==> src/design/aes_ram.sv <==
// Generic single-port-write, single-port-read RAM with registered read data.
module aes_ram #(
    parameter int WIDTH = 128,
    parameter int DEPTH = 15
) (
    input  logic                     i_clk,
    input  logic                     i_we,
    input  logic [$clog2(DEPTH)-1:0] i_waddr,
    input  logic [WIDTH-1:0]         i_wdata,
    input  logic                     i_re,
    input  logic [$clog2(DEPTH)-1:0] i_raddr,
    output logic [WIDTH-1:0]         o_rdata
);

    logic [WIDTH-1:0] r_mem [DEPTH];
    logic [WIDTH-1:0] r_rdata;

    always_ff @(posedge i_clk) begin
        if (i_we) begin
            r_mem[i_waddr] <= i_wdata;
        end
        if (i_re) begin
            r_rdata <= r_mem[i_raddr];
        end
    end

    assign o_rdata = r_rdata;

endmodule

==> config.mk <==
export PLATFORM = sky130hd
export DESIGN_NAME = aes_ram
export DESIGN_NICKNAME = d
export VERILOG_FILES = /design/src/design/aes_ram.sv
export SDC_FILE = /design/constraint.sdc
export NUM_CORES = 2
export LEC_CHECK = 0
export BUFFER_PORTS_ARGS = -buffer_cell sky130_fd_sc_hd__buf_4
export CAP_MARGIN = 10
export CORE_MARGIN = 4
export CORE_UTILIZATION = 61
export DETAILED_ROUTE_END_ITERATION = 8
export PLACE_DENSITY = 0.79
export REMOVE_ABC_BUFFERS = 1
export SLEW_MARGIN = 15
export SYNTH_ARGS = -nofsm -noshare
export SYNTH_HDL_FRONTEND = slang
export SYNTH_SLANG_ARGS = --single-unit
==> constraint.sdc <==
create_clock -name i_clk -period 17.55 [get_ports i_clk]
set_input_delay 1.755 -clock i_clk [delete_from_list [all_inputs] [get_ports i_clk]]
set_output_delay 1.755 -clock i_clk [all_outputs]
set_load 0.005 [all_outputs]
=== Yosys cells after proc, flatten, opt, wreduce, memory -nomap -nowiden ===
Memory sizes are Yosys's and may differ from the RTL's. A register that Yosys moved wholly into a read port is not among the register bits.
Cells that the tools add are included.

* Multiplexer cells: 2

{| class="wikitable"
|+ Operators with widths
! kind !! number
|-
| $mux 1 || 2
|}

* Bits in writable memories: 1920
* Output and inout bits: 128
* Logic and storage cells: 3
* Input port bits: 139
* Register bits after elaboration: 0
* Memories kept: 1

{| class="wikitable"
|+ Memories
! name !! words !! width !! rd ports !! clocked after Yosys merged registers in !! write ports !! RTL line !! RTL
|-
| r_mem || 15 || 128 || 1 || 1 || 1 || 15 || <nowiki>logic [WIDTH-1:0] r_mem [DEPTH];</nowiki>
|}

=== Longest topological paths before layout ===
* Depth after elaboration: 2
* Gate-level depth with buffers: 8
* Mapped depth without buffers: 4

=== Least setup slack after synthesis ===
OpenSTA, ideal clock, no wires.

* Path type: input-to-reg
* Start point: input i_waddr[2]
* End point: memory r_mem[0][0] (enable)
* Setup time: 0.774 ns
* Arrival time: 10.908 ns
* Path buffers: 0
* Cell stages on the path: 2
* Setup slack: 5.868 ns
* Path through: or3b_2 nor3_1

{| class="wikitable"
|+ RTL lines
! element !! RTL line !! RTL
|-
| from (decl) || 8 || <nowiki>input logic [$clog2(DEPTH)-1:0] i_waddr,</nowiki>
|-
| to (decl) || 15 ||
|}

No word-level cell before the write port.

==> results.md <==
Floorplanning:
- From bottom edge to top edge, the die measures approximately 360 um.
- In this run the horizontal extent of the chip is roughly 360 um.
- The die footprint is between 100,000 and 150,000 um^2.
- The effective utilization at floorplan is 61.4%.
- The total area inside the core boundary comes to approximately 130,000 um^2.
- about 270 I/O pins were placed.
- In this run the core area contains 130 standard-cell rows.

Synthesis:
- The unique cell type count in the Yosys netlist is 30.
- The per-instance average area after synthesis is about 21 um^2.
- Synthesis inferred 2,048 register bits.
- The portion of the post-synthesis area used by sequential elements is about four fifths.
- During synthesis, Yosys emitted a total of 0 warnings.
- In this run the cell area of the synthesized design comes to between 70,000 and 80,000 um^2.
- The cell count after synthesis is between 3,000 and 4,000.

Timing:
- The slew at the pin closest to its max-slew limit is ~1.2 ns.
- The final-layout setup total negative slack is 0 ns.
- Across the routed clock network, the largest skew measured is approximately 0.028 ns.
- Of the available clock period, the critical path in the final layout requires 30.9%.
- The number of endpoints with negative hold slack in the final report is 0.
- Setup violations remaining at the end of the flow were counted as 0.
- The number of pins exceeding their max-slew limit in the final report is 0.
- Static timing analysis puts the maximum clock frequency at 185 MHz.
- The worst path meets setup with about 12 ns of slack.
- The relative slew slack is about 23%.
- After layout, the minimum clock period comes to 5.42 ns.
- Setup repair after global routing left no endpoint under its margin.

GRT:
- The number of antenna violations at the first check in global routing is 24.
- The wire length of the first global-routing pass is roughly 260,000 um.
- The layer with the highest usage is met2.
- The met3 track demand over resource is 5.89%.
- The met1 demand-to-capacity share in global routing is about two fifths.
- The global-route met2 utilization is approximately 44%.
- The via count of the first global-routing pass is 38,851.
- Entering global routing, the biggest net connects roughly 130 pins.
- For this run, the total global-route usage over all layers was measured as 27.5%.
- Summed over all layers, the global routing overflow is 0.

Critical path:
- At the worst endpoint, the required time is roughly 18 ns.
- The kind of capture point of the worst setup path is a flop.
- Data arrives at the worst endpoint at between 5 and 6 ns.
- The path type of the worst setup path is in -> reg.
- The peak fanout along the critical path is approximately 130.
- STA classifies the critical path startpoint as an input pin.

Clocking:
- For this design, the CTS-stage hold fixing added 0 buffers.
- The count of buffers added by post-CTS timing repair for setup is 0.
- The number of sinks handled by clock tree synthesis is just over 2,000.
- Clock-pin slew was measured on the worst setup and hold paths at 0.06 ns.
- The clock latency on the worst-skew pair is ~0.8 ns.
- The number of buffers inserted during clock tree synthesis is approximately 190.
- The clock passes through at most 3 buffers.
- TritonCTS built the clock tree.
- The H-tree was split into 4 levels.
- The cell at the root of the clock tree is sky130_fd_sc_hd__clkbuf_16.
- The post-CTS resize count is 0.

Placement:
- The count of buffers added on input and output ports is roughly 270.
- At the end of routability-driven placement, the weighted congestion stood at roughly 0.73.
- The pre-CTS setup slack is 11.33 ns.
- The wire-length estimate of the detail-placed layout is 85,900 um.

Route:
- The routed length per instance is ~31 um.
- Summing over every cut layer, the via total after detailed routing is 38,812.
- The number of nets with antenna violations after routing is 0.
- After detailed routing, the number of remaining DRC violations is 0.
- The DRC marker count from the first detailed-route iteration is approximately 5,400.
- The number of iterations in the first detailed-routing pass is 6.
- Wires add up to roughly 180,000 um.
- The average via count per standard cell is 6.66.

Power:
- The power per cell area is roughly 110 nW/um^2.
- The peak supply drop is about 0.00008 V.
- The analysis attributes to cell leakage a power of ~28 nW.

Worst hold path:
- The worst hold-check path type is reg -> reg.

Outcome:
- The flow ran to the end, and the final reports show no timing, DRC or antenna violations.

Cells and area:
- At the end of the flow, the number of nets in the layout was approximately 4,100.
- Cells fill between 60% and 70% of the core in the end.
- The total area of sequential cells is between 60,000 and 70,000 um^2.
- Summing all multi-input logic gate instances after layout gives between 10,000 and 15,000 um^2.
- The share of cells above drive strength 1 is about a fifth.
- From synthesis to final layout, the design area changed by 12.4%.
- The filler cell count is between 7,000 and 8,000.

Job:
- The tool flagged a number of max-cap violations equal to 0.
placed cells by master, fill, tap and decap left out, types with 50 or more instances in the layout:
master | synthesis | final
sky130_fd_sc_hd__a22oi_1 | 128 | 128
sky130_fd_sc_hd__a31oi_1 | 116 | 116
sky130_fd_sc_hd__buf_4 | 50 | 327
sky130_fd_sc_hd__clkbuf_16 | 0 | 193
sky130_fd_sc_hd__clkinv_1 | 1 | 50
sky130_fd_sc_hd__edfxtp_1 | 2048 | 2048
sky130_fd_sc_hd__mux2i_1 | 360 | 360
sky130_fd_sc_hd__mux4_2 | 268 | 268
sky130_fd_sc_hd__nand2_1 | 130 | 130
sky130_fd_sc_hd__nand2b_1 | 122 | 121
sky130_fd_sc_hd__o21ai_1 | 103 | 103
sky130_fd_sc_hd__o22ai_1 | 116 | 116
sequential cells by signal, summed over array words and instances (netlist names):
signal / cells
r_mem: 1920
o_rdata: 128
synth_stat cells:
| cell | n | share of area (%) |
|---|---|---|
| sky130_fd_sc_hd__or2_2 | 1 | 0.0081 |
| sky130_fd_sc_hd__a22oi_1 | 128 | 1.2 |
| sky130_fd_sc_hd__clkbuf_1 | 69 | 0.34 |
| sky130_fd_sc_hd__buf_2 | 55 | 0.36 |
| sky130_fd_sc_hd__inv_2 | 1 | 0.0049 |
| sky130_fd_sc_hd__o211ai_1 | 12 | 0.12 |
| sky130_fd_sc_hd__or2_1 | 1 | 0.0081 |
| sky130_fd_sc_hd__or3b_2 | 1 | 0.011 |
| sky130_fd_sc_hd__o21ai_1 | 103 | 0.67 |
| sky130_fd_sc_hd__mux4_2 | 268 | 7.8 |
| sky130_fd_sc_hd__nand3_1 | 1 | 0.0065 |
| sky130_fd_sc_hd__a31oi_1 | 116 | 0.94 |
| sky130_fd_sc_hd__inv_1 | 1 | 0.0049 |
| sky130_fd_sc_hd__nor2_2 | 1 | 0.0081 |
| sky130_fd_sc_hd__a21oi_1 | 12 | 0.078 |
| sky130_fd_sc_hd__buf_4 | 50 | 0.49 |
| sky130_fd_sc_hd__nor2_1 | 31 | 0.15 |
| sky130_fd_sc_hd__nand2_1 | 130 | 0.63 |
| sky130_fd_sc_hd__buf_6 | 22 | 0.32 |
| sky130_fd_sc_hd__nand3b_1 | 2 | 0.020 |
| sky130_fd_sc_hd__nor2b_1 | 1 | 0.0081 |
| sky130_fd_sc_hd__o22ai_1 | 116 | 0.94 |
| sky130_fd_sc_hd__and2b_1 | 1 | 0.0098 |
| sky130_fd_sc_hd__clkinv_1 | 1 | 0.0049 |
| sky130_fd_sc_hd__nor3_1 | 4 | 0.026 |
| sky130_fd_sc_hd__o21ai_0 | 13 | 0.085 |
| sky130_fd_sc_hd__edfxtp_1 | 2048 | 80 |
| sky130_fd_sc_hd__mux2i_1 | 360 | 4.7 |
| sky130_fd_sc_hd__nand2b_1 | 122 | 0.99 |
| sky130_fd_sc_hd__buf_1 | 11 | 0.054 |
cell families (layout without fill, tap and decap cells):
| kind of cell | count (synthesis) | after routing | share of synthesized area (%) |
|---|---|---|---|
| buffers and inverters | 210 | 691 | 1.57 |
| muxes | 628 | 628 | 12.5 |
| other | 0 | 15 | 0 |
| DFF | 2048 | 2048 | 79.9 |
| AOI/OAI and AO/OA | 500 | 500 | 4.09 |
| and+or+nand+nor | 296 | 296 | 1.88 |
report_power, final:
group | switching, W | total (W) | internal [W] | leakage (nW)
sequential | 0.0000427 | 0.00556 | 0.00551 | 18.6
combinational | 0.000315 | 0.000513 | 0.000198 | 6.91
clock | 0.00171 | 0.00387 | 0.00216 | 2.84
worst max-delay path: stages:
cell	delay [ns]
sky130_fd_sc_hd__buf_8	0.52
sky130_fd_sc_hd__buf_4	0.81
sky130_fd_sc_hd__buf_12	0.69
sky130_fd_sc_hd__buf_4	0.87
sky130_fd_sc_hd__mux4_2	0.60
sky130_fd_sc_hd__a22oi_1	0.22
sky130_fd_sc_hd__o21ai_1	0.12
cell type report:
type                       count  share of cell area, %
sequential                  2048                   71.1
multi-input combinational   1424                   16.6
clock buffer                 241                   5.80
timing repair buffer         340                   3.11
tap                         1650                   2.39
clock inverter               107                  0.886
antenna                       15                 0.0434
inverter                       3                 0.0188
through the flow:
| stage | std cells | power [W] | cell area, um^2 | hold WS, ns |
|---|---|---|---|---|
| 2_1_floorplan | 3475 | 0.00587 | 75700 | 0.600 |
| 3_3_place_gp | 5464 | 0.00615 | 80600 | 0.609 |
| 3_5_place_dp | 5464 | 0.00617 | 80600 | 0.647 |
| 4_1_cts | 5812 | 0.00998 | 86400 | 0.657 |
| 5_1_grt | 5820 | 0.0102 | 86400 | 0.692 |
| 6_report | 5828 | 0.00994 | 86400 | 0.648 |
worst paths after layout:
kind / start / to / cells past startpoint / slack [ns]
setup / recovery: i_raddr[0] / o_rdata[7] / 7 / 12.13
hold / removal: r_mem[14][121] / o_rdata[121] / 2 / 0.65
setup reg to reg: r_mem[2][32] / o_rdata[32] / 3 / 15.92
hold reg to reg: r_mem[14][121] / o_rdata[121] / 2 / 0.65
layer usage:
metal / part of all wire (%) / up-vias / routed length (um)
met4: 2.5 / 20 / 4560
li1: - / 15857 / -
met5: 0.074 / - / 135
met3: 11 / 314 / 19100
met2: 49 / 2415 / 89500
met1: 38 / 20206 / 68100
Note: power is estimated with default switching activity, not from simulation.
