==> config.mk <==
export PLATFORM = sky130hd
export DESIGN_NAME = aes_keyexp
export DESIGN_NICKNAME = d
export VERILOG_FILES = /design/src/design/aes_pkg.sv /design/src/design/aes_keyexp.sv
export SDC_FILE = /design/constraint.sdc
export NUM_CORES = 1
export LEC_CHECK = 0
export CORE_UTILIZATION = 30
export DETAILED_ROUTE_END_ITERATION = 8
export DONT_BUFFER_PORTS = 1
export GPL_TIMING_DRIVEN = 0
export HOLD_SLACK_MARGIN = 0.08
export PLACE_DENSITY = 0.47
export RECOVER_POWER = 100
export SKIP_LAST_GASP = 1
export SYNTH_ARGS = -nofsm -noshare
export SYNTH_HDL_FRONTEND = slang
export SYNTH_SLANG_ARGS = --single-unit
==> constraint.sdc <==
create_clock -name i_clk -period 8.8 [get_ports i_clk]
set_input_delay 0.88 -clock i_clk [delete_from_list [all_inputs] [get_ports i_clk]]
set_output_delay 0.88 -clock i_clk [all_outputs]
set_load 0.01 [all_outputs]
==> src/design/aes_pkg.sv <==
// Package with shared types, S-box tables and round functions for the AES block cipher.
package aes_pkg;

    localparam int NUM_ROWS = 15;    // round-key rows, one 128-bit row per round key
    localparam int ROW_AW   = 4;     // round-key row address width

    localparam logic [1:0] KS_128 = 2'd0;
    localparam logic [1:0] KS_192 = 2'd1;
    localparam logic [1:0] KS_256 = 2'd2;

    localparam logic [2:0] REG_KEY_SIZE = 3'd0;
    localparam logic [2:0] REG_KEY_W0   = 3'd1;
    localparam logic [2:0] REG_KEY_W3   = 3'd4;

    typedef enum logic [2:0] {
        ST_IDLE,
        ST_EXPAND,
        ST_FETCH,
        ST_ROUND,
        ST_FINISH
    } t_state;

    typedef enum logic [1:0] {
        OP_NONE,
        OP_INIT,
        OP_MID,
        OP_LAST
    } t_op;

    typedef struct packed {
        logic cfg_wr;
        logic start;
    } t_kx_cmd;

    typedef struct packed {
        logic       hit;
        logic       busy;
        logic       done;
        logic [1:0] key_size;
    } t_kx_stat;

    typedef struct packed {
        logic load;
        t_op  op;
        logic dec;
        logic out_load;
    } t_dp_cmd;

    localparam logic [7:0] FWD_SBOX [256] = '{
        8'h63,8'h7c,8'h77,8'h7b,8'hf2,8'h6b,8'h6f,8'hc5,8'h30,8'h01,8'h67,8'h2b,8'hfe,8'hd7,8'hab,8'h76,
        8'hca,8'h82,8'hc9,8'h7d,8'hfa,8'h59,8'h47,8'hf0,8'had,8'hd4,8'ha2,8'haf,8'h9c,8'ha4,8'h72,8'hc0,
        8'hb7,8'hfd,8'h93,8'h26,8'h36,8'h3f,8'hf7,8'hcc,8'h34,8'ha5,8'he5,8'hf1,8'h71,8'hd8,8'h31,8'h15,
        8'h04,8'hc7,8'h23,8'hc3,8'h18,8'h96,8'h05,8'h9a,8'h07,8'h12,8'h80,8'he2,8'heb,8'h27,8'hb2,8'h75,
        8'h09,8'h83,8'h2c,8'h1a,8'h1b,8'h6e,8'h5a,8'ha0,8'h52,8'h3b,8'hd6,8'hb3,8'h29,8'he3,8'h2f,8'h84,
        8'h53,8'hd1,8'h00,8'hed,8'h20,8'hfc,8'hb1,8'h5b,8'h6a,8'hcb,8'hbe,8'h39,8'h4a,8'h4c,8'h58,8'hcf,
        8'hd0,8'hef,8'haa,8'hfb,8'h43,8'h4d,8'h33,8'h85,8'h45,8'hf9,8'h02,8'h7f,8'h50,8'h3c,8'h9f,8'ha8,
        8'h51,8'ha3,8'h40,8'h8f,8'h92,8'h9d,8'h38,8'hf5,8'hbc,8'hb6,8'hda,8'h21,8'h10,8'hff,8'hf3,8'hd2,
        8'hcd,8'h0c,8'h13,8'hec,8'h5f,8'h97,8'h44,8'h17,8'hc4,8'ha7,8'h7e,8'h3d,8'h64,8'h5d,8'h19,8'h73,
        8'h60,8'h81,8'h4f,8'hdc,8'h22,8'h2a,8'h90,8'h88,8'h46,8'hee,8'hb8,8'h14,8'hde,8'h5e,8'h0b,8'hdb,
        8'he0,8'h32,8'h3a,8'h0a,8'h49,8'h06,8'h24,8'h5c,8'hc2,8'hd3,8'hac,8'h62,8'h91,8'h95,8'he4,8'h79,
        8'he7,8'hc8,8'h37,8'h6d,8'h8d,8'hd5,8'h4e,8'ha9,8'h6c,8'h56,8'hf4,8'hea,8'h65,8'h7a,8'hae,8'h08,
        8'hba,8'h78,8'h25,8'h2e,8'h1c,8'ha6,8'hb4,8'hc6,8'he8,8'hdd,8'h74,8'h1f,8'h4b,8'hbd,8'h8b,8'h8a,
        8'h70,8'h3e,8'hb5,8'h66,8'h48,8'h03,8'hf6,8'h0e,8'h61,8'h35,8'h57,8'hb9,8'h86,8'hc1,8'h1d,8'h9e,
        8'he1,8'hf8,8'h98,8'h11,8'h69,8'hd9,8'h8e,8'h94,8'h9b,8'h1e,8'h87,8'he9,8'hce,8'h55,8'h28,8'hdf,
        8'h8c,8'ha1,8'h89,8'h0d,8'hbf,8'he6,8'h42,8'h68,8'h41,8'h99,8'h2d,8'h0f,8'hb0,8'h54,8'hbb,8'h16
    };

    localparam logic [7:0] INV_SBOX [256] = '{
        8'h52,8'h09,8'h6a,8'hd5,8'h30,8'h36,8'ha5,8'h38,8'hbf,8'h40,8'ha3,8'h9e,8'h81,8'hf3,8'hd7,8'hfb,
        8'h7c,8'he3,8'h39,8'h82,8'h9b,8'h2f,8'hff,8'h87,8'h34,8'h8e,8'h43,8'h44,8'hc4,8'hde,8'he9,8'hcb,
        8'h54,8'h7b,8'h94,8'h32,8'ha6,8'hc2,8'h23,8'h3d,8'hee,8'h4c,8'h95,8'h0b,8'h42,8'hfa,8'hc3,8'h4e,
        8'h08,8'h2e,8'ha1,8'h66,8'h28,8'hd9,8'h24,8'hb2,8'h76,8'h5b,8'ha2,8'h49,8'h6d,8'h8b,8'hd1,8'h25,
        8'h72,8'hf8,8'hf6,8'h64,8'h86,8'h68,8'h98,8'h16,8'hd4,8'ha4,8'h5c,8'hcc,8'h5d,8'h65,8'hb6,8'h92,
        8'h6c,8'h70,8'h48,8'h50,8'hfd,8'hed,8'hb9,8'hda,8'h5e,8'h15,8'h46,8'h57,8'ha7,8'h8d,8'h9d,8'h84,
        8'h90,8'hd8,8'hab,8'h00,8'h8c,8'hbc,8'hd3,8'h0a,8'hf7,8'he4,8'h58,8'h05,8'hb8,8'hb3,8'h45,8'h06,
        8'hd0,8'h2c,8'h1e,8'h8f,8'hca,8'h3f,8'h0f,8'h02,8'hc1,8'haf,8'hbd,8'h03,8'h01,8'h13,8'h8a,8'h6b,
        8'h3a,8'h91,8'h11,8'h41,8'h4f,8'h67,8'hdc,8'hea,8'h97,8'hf2,8'hcf,8'hce,8'hf0,8'hb4,8'he6,8'h73,
        8'h96,8'hac,8'h74,8'h22,8'he7,8'had,8'h35,8'h85,8'he2,8'hf9,8'h37,8'he8,8'h1c,8'h75,8'hdf,8'h6e,
        8'h47,8'hf1,8'h1a,8'h71,8'h1d,8'h29,8'hc5,8'h89,8'h6f,8'hb7,8'h62,8'h0e,8'haa,8'h18,8'hbe,8'h1b,
        8'hfc,8'h56,8'h3e,8'h4b,8'hc6,8'hd2,8'h79,8'h20,8'h9a,8'hdb,8'hc0,8'hfe,8'h78,8'hcd,8'h5a,8'hf4,
        8'h1f,8'hdd,8'ha8,8'h33,8'h88,8'h07,8'hc7,8'h31,8'hb1,8'h12,8'h10,8'h59,8'h27,8'h80,8'hec,8'h5f,
        8'h60,8'h51,8'h7f,8'ha9,8'h19,8'hb5,8'h4a,8'h0d,8'h2d,8'he5,8'h7a,8'h9f,8'h93,8'hc9,8'h9c,8'hef,
        8'ha0,8'he0,8'h3b,8'h4d,8'hae,8'h2a,8'hf5,8'hb0,8'hc8,8'heb,8'hbb,8'h3c,8'h83,8'h53,8'h99,8'h61,
        8'h17,8'h2b,8'h04,8'h7e,8'hba,8'h77,8'hd6,8'h26,8'he1,8'h69,8'h14,8'h63,8'h55,8'h21,8'h0c,8'h7d
    };

    function automatic logic [7:0] xt(input logic [7:0] a);
        xt = {a[6:0], 1'b0} ^ (a[7] ? 8'h1b : 8'h00);
    endfunction

    function automatic logic [3:0] num_rounds(input logic [1:0] ks);
        num_rounds = 4'd10 + {1'b0, ks, 1'b0};
    endfunction

    function automatic logic [31:0] sub_word(input logic [31:0] w);
        sub_word = {FWD_SBOX[w[31:24]], FWD_SBOX[w[23:16]],
                    FWD_SBOX[w[15:8]], FWD_SBOX[w[7:0]]};
    endfunction

    // Byte k of the state sits at bits [127-8k -: 8].
    function automatic logic [127:0] fwd_sub_shift(input logic [127:0] s);
        logic [127:0] t;
        t = '0;
        for (int c = 0; c < 4; c++) begin
            for (int r = 0; r < 4; r++) begin
                t[127 - 8 * (4 * c + r) -: 8] =
                    FWD_SBOX[s[127 - 8 * (4 * ((c + r) % 4) + r) -: 8]];
            end
        end
        fwd_sub_shift = t;
    endfunction

    function automatic logic [127:0] inv_sub_shift(input logic [127:0] s);
        logic [127:0] t;
        t = '0;
        for (int c = 0; c < 4; c++) begin
            for (int r = 0; r < 4; r++) begin
                t[127 - 8 * (4 * ((c + r) % 4) + r) -: 8] =
                    INV_SBOX[s[127 - 8 * (4 * c + r) -: 8]];
            end
        end
        inv_sub_shift = t;
    endfunction

    function automatic logic [127:0] fwd_mix(input logic [127:0] s);
        logic [127:0] t;
        logic [7:0]   a0, a1, a2, a3;
        t = '0;
        for (int c = 0; c < 4; c++) begin
            a0 = s[127 - 32 * c -: 8];
            a1 = s[119 - 32 * c -: 8];
            a2 = s[111 - 32 * c -: 8];
            a3 = s[103 - 32 * c -: 8];
            t[127 - 32 * c -: 8] = xt(a0) ^ xt(a1) ^ a1 ^ a2 ^ a3;
            t[119 - 32 * c -: 8] = a0 ^ xt(a1) ^ xt(a2) ^ a2 ^ a3;
            t[111 - 32 * c -: 8] = a0 ^ a1 ^ xt(a2) ^ xt(a3) ^ a3;
            t[103 - 32 * c -: 8] = xt(a0) ^ a0 ^ a1 ^ a2 ^ xt(a3);
        end
        fwd_mix = t;
    endfunction

    // Multiples 9, 11, 13 and 14 of each byte built from doubling chains.
    function automatic logic [127:0] inv_mix(input logic [127:0] s);
        logic [127:0] t;
        logic [7:0]   a [4];
        logic [7:0]   m9 [4];
        logic [7:0]   m11 [4];
        logic [7:0]   m13 [4];
        logic [7:0]   m14 [4];
        logic [7:0]   x2, x4, x8;
        t = '0;
        for (int c = 0; c < 4; c++) begin
            for (int r = 0; r < 4; r++) begin
                a[r]   = s[127 - 8 * (4 * c + r) -: 8];
                x2     = xt(a[r]);
                x4     = xt(x2);
                x8     = xt(x4);
                m9[r]  = x8 ^ a[r];
                m11[r] = x8 ^ x2 ^ a[r];
                m13[r] = x8 ^ x4 ^ a[r];
                m14[r] = x8 ^ x4 ^ x2;
            end
            t[127 - 32 * c -: 8] = m14[0] ^ m11[1] ^ m13[2] ^ m9[3];
            t[119 - 32 * c -: 8] = m9[0] ^ m14[1] ^ m11[2] ^ m13[3];
            t[111 - 32 * c -: 8] = m13[0] ^ m9[1] ^ m14[2] ^ m11[3];
            t[103 - 32 * c -: 8] = m11[0] ^ m13[1] ^ m9[2] ^ m14[3];
        end
        inv_mix = t;
    endfunction

endpackage

==> src/design/aes_keyexp.sv <==
// Key registers and word-serial key-schedule expansion into the round-key RAM.
module aes_keyexp (
    input  logic                          i_clk,
    input  logic                          i_rst_n,
    input  aes_pkg::t_kx_cmd              i_cmd,
    input  logic [2:0]                    i_cfg_index,
    input  logic [63:0]                   i_cfg_data,
    output aes_pkg::t_kx_stat             o_stat,
    output logic                          o_we,
    output logic [aes_pkg::ROW_AW-1:0]    o_waddr,
    output logic [127:0]                  o_wdata
);

    logic [1:0]  r_ks;
    logic [63:0] r_key [4];
    logic [31:0] r_win [8];
    logic [95:0] r_row;
    logic [5:0]  r_i;
    logic [2:0]  r_j;
    logic        r_first;
    logic [7:0]  r_rc;
    logic        r_busy;

    logic [2:0]  nk_m1;
    logic [5:0]  last_i;
    logic [63:0] kw;
    logic [31:0] prev;
    logic [31:0] t;
    logic [31:0] new_word;
    logic        hit;
    logic        done;

    always_comb begin
        nk_m1  = 3'd3 + {r_ks, 1'b0};
        last_i = {aes_pkg::num_rounds(r_ks), 2'b11};
        kw     = r_key[r_i[2:1]];
        prev   = r_win[0];
        if (r_j == 3'd0) begin
            t = aes_pkg::sub_word({prev[23:0], prev[31:24]}) ^ {r_rc, 24'd0};
        end else if (r_ks == aes_pkg::KS_256 && r_j == 3'd4) begin
            t = aes_pkg::sub_word(prev);
        end else begin
            t = prev;
        end
        if (r_first) begin
            new_word = r_i[0] ? kw[31:0] : kw[63:32];
        end else begin
            new_word = r_win[nk_m1] ^ t;
        end
        hit = (i_cfg_index == aes_pkg::REG_KEY_SIZE && i_cfg_data <= 64'd2) ||
              (i_cfg_index >= aes_pkg::REG_KEY_W0 && i_cfg_index <= aes_pkg::REG_KEY_W3);
        done = r_busy && r_i == last_i;
    end

    always_ff @(posedge i_clk) begin
        if (!i_rst_n) begin
            r_ks    <= aes_pkg::KS_128;
            r_busy  <= 1'b0;
            r_i     <= '0;
            r_j     <= '0;
            r_first <= 1'b1;
            r_rc    <= 8'h01;
            for (int k = 0; k < 4; k++) begin
                r_key[k] <= '0;
            end
        end else begin
            if (i_cmd.cfg_wr && hit) begin
                if (i_cfg_index == aes_pkg::REG_KEY_SIZE) begin
                    r_ks <= i_cfg_data[1:0];
                end else begin
                    r_key[2'(i_cfg_index - aes_pkg::REG_KEY_W0)] <= i_cfg_data;
                end
            end
            if (i_cmd.start) begin
                r_busy  <= 1'b1;
                r_i     <= '0;
                r_j     <= '0;
                r_first <= 1'b1;
                r_rc    <= 8'h01;
            end else if (r_busy) begin
                r_i <= r_i + 6'd1;
                if (r_j == nk_m1) begin
                    r_j     <= '0;
                    r_first <= 1'b0;
                end else begin
                    r_j <= r_j + 3'd1;
                end
                if (!r_first && r_j == 3'd0) begin
                    r_rc <= aes_pkg::xt(r_rc);
                end
                if (done) begin
                    r_busy <= 1'b0;
                end
            end
        end
    end

    // The window holds the last eight schedule words, newest first.
    always_ff @(posedge i_clk) begin
        if (r_busy) begin
            r_win[0] <= new_word;
            for (int k = 1; k < 8; k++) begin
                r_win[k] <= r_win[k - 1];
            end
            r_row <= {r_row[63:0], new_word};
        end
    end

    assign o_we          = r_busy && r_i[1:0] == 2'b11;
    assign o_waddr       = r_i[5:2];
    assign o_wdata       = {r_row, new_word};
    assign o_stat.hit    = hit;
    assign o_stat.busy   = r_busy;
    assign o_stat.done   = done;
    assign o_stat.key_size = r_ks;

endmodule

# Yosys cells after proc, flatten, opt, wreduce, memory -nomap -nowiden
# Memories as Yosys holds them, arrays and structs flattened. A register that Yosys moved wholly into a read port is not among the register bits.
# Index checks and enable logic that the tools add are counted.
[classes]
add_sub_neg = 5
n_lt_le_gt_ge = 7
n_eq_ne = 5
mux = 29
n_bitwise = 8
n_reduce_logical = 16
[ops]
columns = ["operator", "count"]
rows = [
  ["2-to-1 mux 32 bit", 4],
  ["less-or-equal comparator 64 x 2 -> 1 bit, second input constant", 1],
  ["2-to-1 mux 64 bit", 1],
  ["2-to-1 mux 8 bit", 8],
  ["OR reduction 64 bit", 1],
  ["XOR 32 bit", 2],
  [">= comparator 9 bit, second input constant", 4],
  ["NOT 8 -> 9 bit", 4],
  ["2-to-1 mux 1 bit", 11],
  ["XOR 8 x 5 -> 8 bit", 1],
  ["logical AND 1 bit", 7],
  ["adder 6 x 1 -> 6 bit, second input constant", 1],
  ["== test 6 bit", 1],
  ["logical NOT 3 bit", 2],
  ["2-to-1 mux 2 bit", 3],
  ["AND reduction 2 bit", 3],
  ["2-to-1 mux 5 bit", 1],
  ["adder 4 x 3 -> 4 bit, first input constant", 1],
  ["== test 2 bit, second input constant", 2],
  ["adder 2 x 3 -> 3 bit, first input constant", 1],
  ["adder 3 x 1 -> 3 bit, second input constant", 1],
  ["== test 3 bit", 1],
  ["== test 3 bit, second input constant", 1],
  [">= comparator 3 x 1 -> 1 bit, second input constant", 1],
  ["other kinds (7)", 7],
]
[word_totals]
register_bits = 117
mem_bits_rw = 512
romBits = 8192
inputBits = 71
word_cells = 83
n_memories = 6
[mem_list]
columns = ["name", "depth", "width", "rd", "rd_clocked_by_memory_dff", "wr", "line_no", "text"]
rows = [
  ["(no name shown)", 256, 8, 1, 0, 0, "aes_pkg.sv:97", "FWD_SBOX[w[15:8]], FWD_SBOX[w[7:0]]};"],
  ["(no name shown)", 256, 8, 1, 0, 0, "aes_pkg.sv:97", ""],
  ["(no name shown)", 256, 8, 1, 0, 0, "aes_pkg.sv:96", "sub_word = {FWD_SBOX[w[31:24]], FWD_SBOX[w[23:16]],"],
  ["(no name shown)", 256, 8, 1, 0, 0, "aes_pkg.sv:96", ""],
  ["r_key", 4, 64, 1, 1, 4, "aes_keyexp.sv:15", "logic [63:0] r_key [4];"],
  ["r_win", 8, 32, 8, 0, 8, "aes_keyexp.sv:16", "logic [31:0] r_win [8];"],
]

# Logic depth before layout (Yosys ltp)
# Gate-level depths: netlist of the first run.
[depth]
depth_word = 9
ltp_mapped = 14
ltp_nobuf = 10

# Least setup slack after synthesis of the first run
# Ideal clock, no wire load.
[synth_path]
kind = "register to output"
start = "register r_busy"
end = "output port o_we"
t_arrival_ns = 6.716
required_ns = 7.920
slack_ns = 1.204
path_stages_with_launch = 3
cell_sequence = "dfxtp_1 clkbuf_1 and2_1"
[synth_via]
elab_chain_cells = 1
[synth_rtl]
columns = ["element", "line_no", "text"]
rows = [
  ["start: declaration", "aes_keyexp.sv:22", "logic r_busy;"],
  ["start signal: assignment", "aes_keyexp.sv:58", "r_busy <= 1'b0;"],
  ["start signal: assignment", "aes_keyexp.sv:75", "r_busy <= 1'b1;"],
  ["start signal: assignment", "aes_keyexp.sv:92", "r_busy <= 1'b0;"],
  ["logical AND 1 bit", "aes_keyexp.sv:109", "assign o_we = r_busy && r_i[1:0] == 2'b11;"],
  ["end: declaration", "aes_keyexp.sv:9", "output logic o_we,"],
]
# No other way between the ends.

==> flow_metrics.env, run 1 <==
export IMPL_status="finished with violations"
export IMPL_failed_checks="DRC, capacitance limit, slew limit, setup timing"
export IMPL_multi_input_area_sq_um=18900
export IMPL_ctsLongestPathBuffers=3
export IMPL_synth_cell_types=90
export IMPL_clock_skew_ps=43.2
export IMPL_cts_tree="done"
export IMPL_fin_util=0.340
export IMPL_peakVddDrop_mv=0.149
export IMPL_worstSkewPairLatency_ps=710
export IMPL_place_inst=5089
export IMPL_coreArea_sq_um=120000
export IMPL_maxSlewViolCount=323
export IMPL_postSynthNetCount=3592
export IMPL_worst_pin_slew_ps=3970
export IMPL_async_flop_share=0
export IMPL_worstPathRequired_ps=7920
export IMPL_cts_inserted_buffers=68
export IMPL_instances_no_fill=5213
export IMPL_cap_violations=11
export IMPL_portBuffers=0
export IMPL_synthXorXnorAreaFrac=0.0110
export IMPL_synth_compound_area_frac=0.183
export IMPL_fin_hold_ws_ps=314
export IMPL_synthCells=3456
export IMPL_synthMuxAreaShare=0.124
export IMPL_fin_crit_ps=8850
export IMPL_synth_area_per_cell_sq_um=10.6
export IMPL_cp_max_fo=14
export IMPL_dp_hpwl_microns=144000
export IMPL_wirelength_microns=199000
export IMPL_dr_pass1_iters=9
export IMPL_detail_route_antenna_nets=0
export IMPL_synth_simple_area_share=0.177
export IMPL_drt_vias_per_instance=6.56
export IMPL_row_count=127
export IMPL_io_pins=209
export IMPL_cts_sinks=535
export IMPL_htreeDepth=3
export IMPL_min_path_type="primary input to flop"
export IMPL_worstSetupEndpointType="output port"
export IMPL_die_w_microns=351
export IMPL_vias=34197
export IMPL_ys_ff_latch=535
export IMPL_ys_warnings_count=0
export IMPL_grt_start_max_net_pins=68
export IMPL_synth_seq_area_share=0.433
export IMPL_place_gp_congestion=1.07
export IMPL_grt_setup_unrepaired="no"
export IMPL_clkTransAtPathRegs_ps=60
export IMPL_arrival_ps=7970
export IMPL_synth_edff_count=512
export IMPL_finalSetupViolCount=1
export IMPL_grt_overflow_total=0
export IMPL_max_slew_margin=-1.65
export IMPL_syn_cell_area_sq_um=36600
export IMPL_preCtsSetupSlack_ps=595
export IMPL_reg2reg_from="r_row[17]"
export IMPL_setup_ws_ps=-55.0
export IMPL_grt_first_pass_wirelength_microns=273000
export IMPL_wl_per_cell_microns=38.2
export IMPL_track_usage=0.316
export IMPL_hold_viol_final=0
export IMPL_p_leak_nw=13.4
export IMPL_fmax_ghz=0.113
export IMPL_cts_hold_buf=0
export IMPL_startpoint="r_row[17]"
export IMPL_fin_crit_sh=1.01
export IMPL_p_per_area_nw_per_um2=190
export IMPL_die_area_sq_um=123000
export IMPL_drc_errors=2
export IMPL_die_h_microns=351
export IMPL_synthFlopType="edfxtp_1"
export IMPL_antenna_found_initial=14
export IMPL_grt_pass1_vias=33032
export IMPL_start_util=0.304
export IMPL_critical_path_class="flop to output port"
export IMPL_drive_gt1_frac=0.130
export IMPL_drt_iter0_drc=5783
export IMPL_synth_top_family_by_area="compound AO/OA/AOI/OAI gates"
export IMPL_hp_start="i_cmd[0]"
export IMPL_start_kind="flop"
export IMPL_root_buffer="clkbuf_16"
export IMPL_nNetsFinal=3684
export IMPL_num_fill_cells=12492
export IMPL_regArea_sq_um=15800
export IMPL_power_mw=7.77
export IMPL_synthAdderAreaFrac=0.0222
export IMPL_synthToLayoutAreaGrowth_pct=11.8
[cell usage in the layout, fill, tap and decap left out, types with 23 or more instances in the layout]
cell       Yosys  routed
edfxtp_1     512     512
clkbuf_1     213     254
nand2_1      198     198
o21ai_0      175     175
and2_1       286     170
nor2_1       161     163
mux4_2       154     154
a21oi_1      151     151
and2_0         5     121
buf_2        111     111
nand2b_1     100     100
nor2b_1       99      99
nand3_1       91      91
clkbuf_16      0      70
mux2i_1       69      69
ha_1          65      65
nor3_1        59      59
o211ai_1      54      54
a211oi_1      53      53
a31oi_1       52      52
inv_1         50      50
a311oi_1      45      45
o311ai_0      39      39
nor4_1        37      37
o31ai_1       36      35
mux2_2        31      30
a221oi_1      30      29
buf_1         30      28
or2_2         28      28
xnor2_1       25      25
a32oi_1       24      24
o221ai_1      24      24
dfxtp_1       23      23
[what timing repair did]
| action | CTS | global route |
|---|---|---|
| gates resized for setup | 3 | 3 |
| setup endpoints to repair | 4 | 8 |
| buffers inserted | 0 | 1 |
[final cells by class]
class | instances | area share
inverters | 57 | 0.00532
clock buffers | 83 | 0.0440
diodes | 5 | 0.000306
multi-input cells | 2490 | 0.462
plain buffers | 374 | 0.0394
repair buffers | 22 | 0.00242
clock inverters | 35 | 0.00973
flip-flops and latches | 535 | 0.387
well taps | 1612 | 0.0493
[logic make-up after synthesis]
group                    Yosys count
flip-flops                       535
adder cells (fa/ha/maj)           65
multiplexers                     255
buffers and inverters            431
AO/OA/AOI/OAI                    935
AND/OR/NAND/NOR                 1189
XOR/XNOR                          46
[per-stage QoR]
step / setup TNS, ps / instance area [sq um]
6_report: -55.0 / 40900
5_1_grt: 0 / 40900
4_1_cts: 0 / 41400
3_5_place_dp: 0 / 39200
3_3_place_gp: -1283240 / 38600
2_1_floorplan: 0 / 36600
[final timing paths]
check / end / slack, ps / cells after the start
worst min-delay path: r_busy / 310 / 2
worst min register to register: r_win[5][8] / 390 / 0
worst max register to register: r_row[19] / 1190 / 13
worst max-delay path: o_wdata[19] / -50 / 13
[where the power goes]
part	total, mW	internal [mW]	switching (mW)
combinational	1.83	0.526	1.30
sequential	3.09	2.98	0.110
clock	2.85	1.62	1.23
[metal layers]
metal | wire length (microns) | global-route usage | vias to the layer above
li1 | - | - | 13565
met1 | 77000 | 0.401 | 17189
met2 | 86200 | 0.480 | 2714
met3 | 23900 | 0.103 | 717
met4 | 12200 | 0.156 | 12
met5 | 69 | 0 | -
[Yosys cell counts (36+ instances only)]
library cell | number | area, sq um
edfxtp_1 | 512 | 15400
o311ai_0 | 39 | 342
nand2b_1 | 100 | 626
a31oi_1 | 52 | 325
nor2b_1 | 99 | 619
nand2_1 | 198 | 743
a211oi_1 | 53 | 398
mux4_2 | 154 | 3470
and2_1 | 286 | 1790
nand3_1 | 91 | 455
o31ai_1 | 36 | 270
o21ai_0 | 175 | 876
clkbuf_1 | 213 | 800
a21oi_1 | 151 | 756
ha_1 | 65 | 813
nor2_1 | 161 | 604
inv_1 | 50 | 188
nor4_1 | 37 | 231
o211ai_1 | 54 | 405
a311oi_1 | 45 | 394
mux2i_1 | 69 | 691
nor3_1 | 59 | 295
buf_2 | 111 | 556
[flip-flops by register name, summed over array words and instances (netlist names), named ones only]
name     cells
r_row       95
r_key      256
r_ks         2
r_i          6
r_j          3
r_rc         8
r_busy       1
r_first      1
r_win      161
[worst max-delay path: stages, from the launching register on]
cell      delay (ps)
edfxtp_1        1110
clkbuf_1         600
clkbuf_1         500
inv_1            440
ha_1             640
clkbuf_1         660
nor2b_1          550
o21ai_0          210
a211oi_1         270
nor4_1           100
a211oi_1         880
a221oi_1         300
xnor2_1          280
mux2i_1          690
(Power assumes the default switching activity.)
==> run 2, diff against run 1 <==
--- a/config.mk
+++ b/config.mk
@@ -6,6 +6,7 @@
 export NUM_CORES = 1
 export LEC_CHECK = 0
 export CORE_UTILIZATION = 30
+export CTS_BUF_LIST = sky130_fd_sc_hd__clkbuf_8
 export DETAILED_ROUTE_END_ITERATION = 8
 export DONT_BUFFER_PORTS = 1
 export GPL_TIMING_DRIVEN = 0
==> flow_metrics.env, run 2 (synthesis results as in run 1) <==
export IMPL_status="finished with violations"
export IMPL_failed_checks="capacitance limit, slew limit, setup timing"
export IMPL_cp_max_fo=13
export IMPL_die_h_microns=351
export IMPL_cap_violations=9
export IMPL_synthToLayoutAreaGrowth_pct=10.8
export IMPL_die_w_microns=351
export IMPL_grt_overflow_total=0
export IMPL_final_cell_mix="512 x edfxtp_1, 241 x clkbuf_1, 198 x nand2_1, 175 x o21ai_0, 167 x and2_1"
export IMPL_worstSkewPairLatency_ps=820
export IMPL_cts_sinks=535
export IMPL_fin_area_sq_um=40500
export IMPL_fmax_ghz=0.113
export IMPL_num_fill_cells=12585
export IMPL_cts_hold_buf=0
export IMPL_finalSetupViolCount=2
export IMPL_dr_pass1_iters=7
export IMPL_max_slew_margin=-1.66
export IMPL_start_util=0.304
export IMPL_min_path_type="primary input to flop"
export IMPL_fin_hold_ws_ps=200
export IMPL_critical_path_class="flop to output port"
export IMPL_final_common_cell="edfxtp_1"
export IMPL_die_area_sq_um=123000
export IMPL_clock_skew_ps=79.5
export IMPL_largest_reg_flops=256
export IMPL_htreeDepth=3
export IMPL_wirelength_microns=199000
export IMPL_arrival_ps=7980
export IMPL_root_buffer="clkbuf_8"
export IMPL_worst_pin_slew_ps=3990
export IMPL_p_leak_nw=13.4
export IMPL_dp_hpwl_microns=144000
export IMPL_grt_setup_unrepaired="no"
export IMPL_drive_gt1_frac=0.135
export IMPL_r2r_end="r_row[27]"
export IMPL_cts_inserted_buffers=95
export IMPL_fin_crit_ps=8860
export IMPL_drt_vias_per_instance=6.50
export IMPL_post_dp_cell_area_sq_um=39200
export IMPL_drc_errors=0
export IMPL_wl_per_cell_microns=37.8
export IMPL_vias=34260
export IMPL_maxSlewViolCount=322
export IMPL_drt_iter0_drc=5650
export IMPL_regMostFlops="r_key"
export IMPL_place_gp_congestion=1.07
export IMPL_coreArea_sq_um=120000
export IMPL_power_mw=7.23
export IMPL_reg_top3="r_key x256, r_win x161, r_row x95"
export IMPL_grt_pass1_vias=33229
export IMPL_startpoint="r_row[25]"
export IMPL_cts_tree="done"
export IMPL_nNetsFinal=3712
export IMPL_start_kind="flop"
export IMPL_fin_crit_sh=1.01
export IMPL_clkTransAtPathRegs_ps=60
export IMPL_portBuffers=0
export IMPL_ctsLongestPathBuffers=3
export IMPL_antenna_found_initial=15
export IMPL_setup_ws_ps=-58.6
export IMPL_row_count=127
export IMPL_worstRegToRegCells=13
export IMPL_crit_path_end="o_wdata[26]"
export IMPL_reg2reg_from="r_row[17]"
export IMPL_worstPathRequired_ps=7920
export IMPL_grt_first_pass_wirelength_microns=274000
export IMPL_place_inst=5089
export IMPL_worstSetupEndpointType="output port"
export IMPL_instances_no_fill=5272
export IMPL_r2r_slack_ps=1280
export IMPL_tns_ps=-76.5
export IMPL_p_per_area_nw_per_um2=178
export IMPL_track_usage=0.316
export IMPL_peakVddDrop_mv=0.119
export IMPL_hold_viol_final=0
export IMPL_io_pins=209
export IMPL_grt_start_max_net_pins=68
export IMPL_detail_route_antenna_nets=0
==> run 2: stage by stage <==
step           setup WS (ps)  utilization
4_1_cts                 65.3        0.340
3_3_place_gp           -4260        0.321
3_5_place_dp             595        0.325
6_report               -58.6        0.336
2_1_floorplan           1200            -
5_1_grt                 40.1        0.336
==> run 2: metal layers <==
layer	routed length, microns	global-route usage
met1	76800	0.402
met2	85600	0.479
met3	24200	0.0993
met4	12700	0.163
met5	51	0
==> run 2: power by group <==
part	internal [mW]	leakage [nW]	total (mW)	switching, mW
Combinational	0.526	7.26	1.83	1.30
Sequential	2.98	5.08	3.09	0.109
Clock	1.14	1.02	2.31	1.17
==> run 2: worst min-delay path by stage <==
stage / start / cells past startpoint / to
after floorplan: r_win[4][0] / 0 / r_win[5][0]
after global placement: r_win[6][3] / 0 / r_win[7][3]
after detailed placement: r_win[4][19] / 0 / r_win[5][19]
after CTS: i_cmd[0] / 2 / r_first
after global routing: i_cmd[0] / 2 / r_first
final: i_cmd[0] / 2 / r_first
==> run 2: repair_timing <==
action / 4_1_cts / 5_1_grt
cloned: 0 / 0
setup buffers: 1 / 1
endpoints found under the setup margin: 9 / 5
gates resized for setup: 3 / 5
==> run 2: layout make-up <==
type	count	area, sq um	area share
inverters	57	218	0.00537
clock buffers	95	1310	0.0323
repair buffers	23	104	0.00256
multi-input cells	2490	18900	0.467
plain buffers	374	1610	0.0397
clock inverters	79	502	0.0124
well taps	1612	2020	0.0498
flip-flops and latches	535	15800	0.391
diodes	7	17.5	0.000432
==> run 2: worst max-delay path: stages (launching register included) <==
cell	delay, ps
edfxtp_1	860
clkbuf_1	630
clkinvlp_4	730
ha_1	490
clkbuf_1	610
clkbuf_1	800
or2_2	320
a311oi_1	110
o311ai_0	540
nand2_1	210
o32ai_1	460
o22ai_1	200
or3_1	340
a31oi_1	820
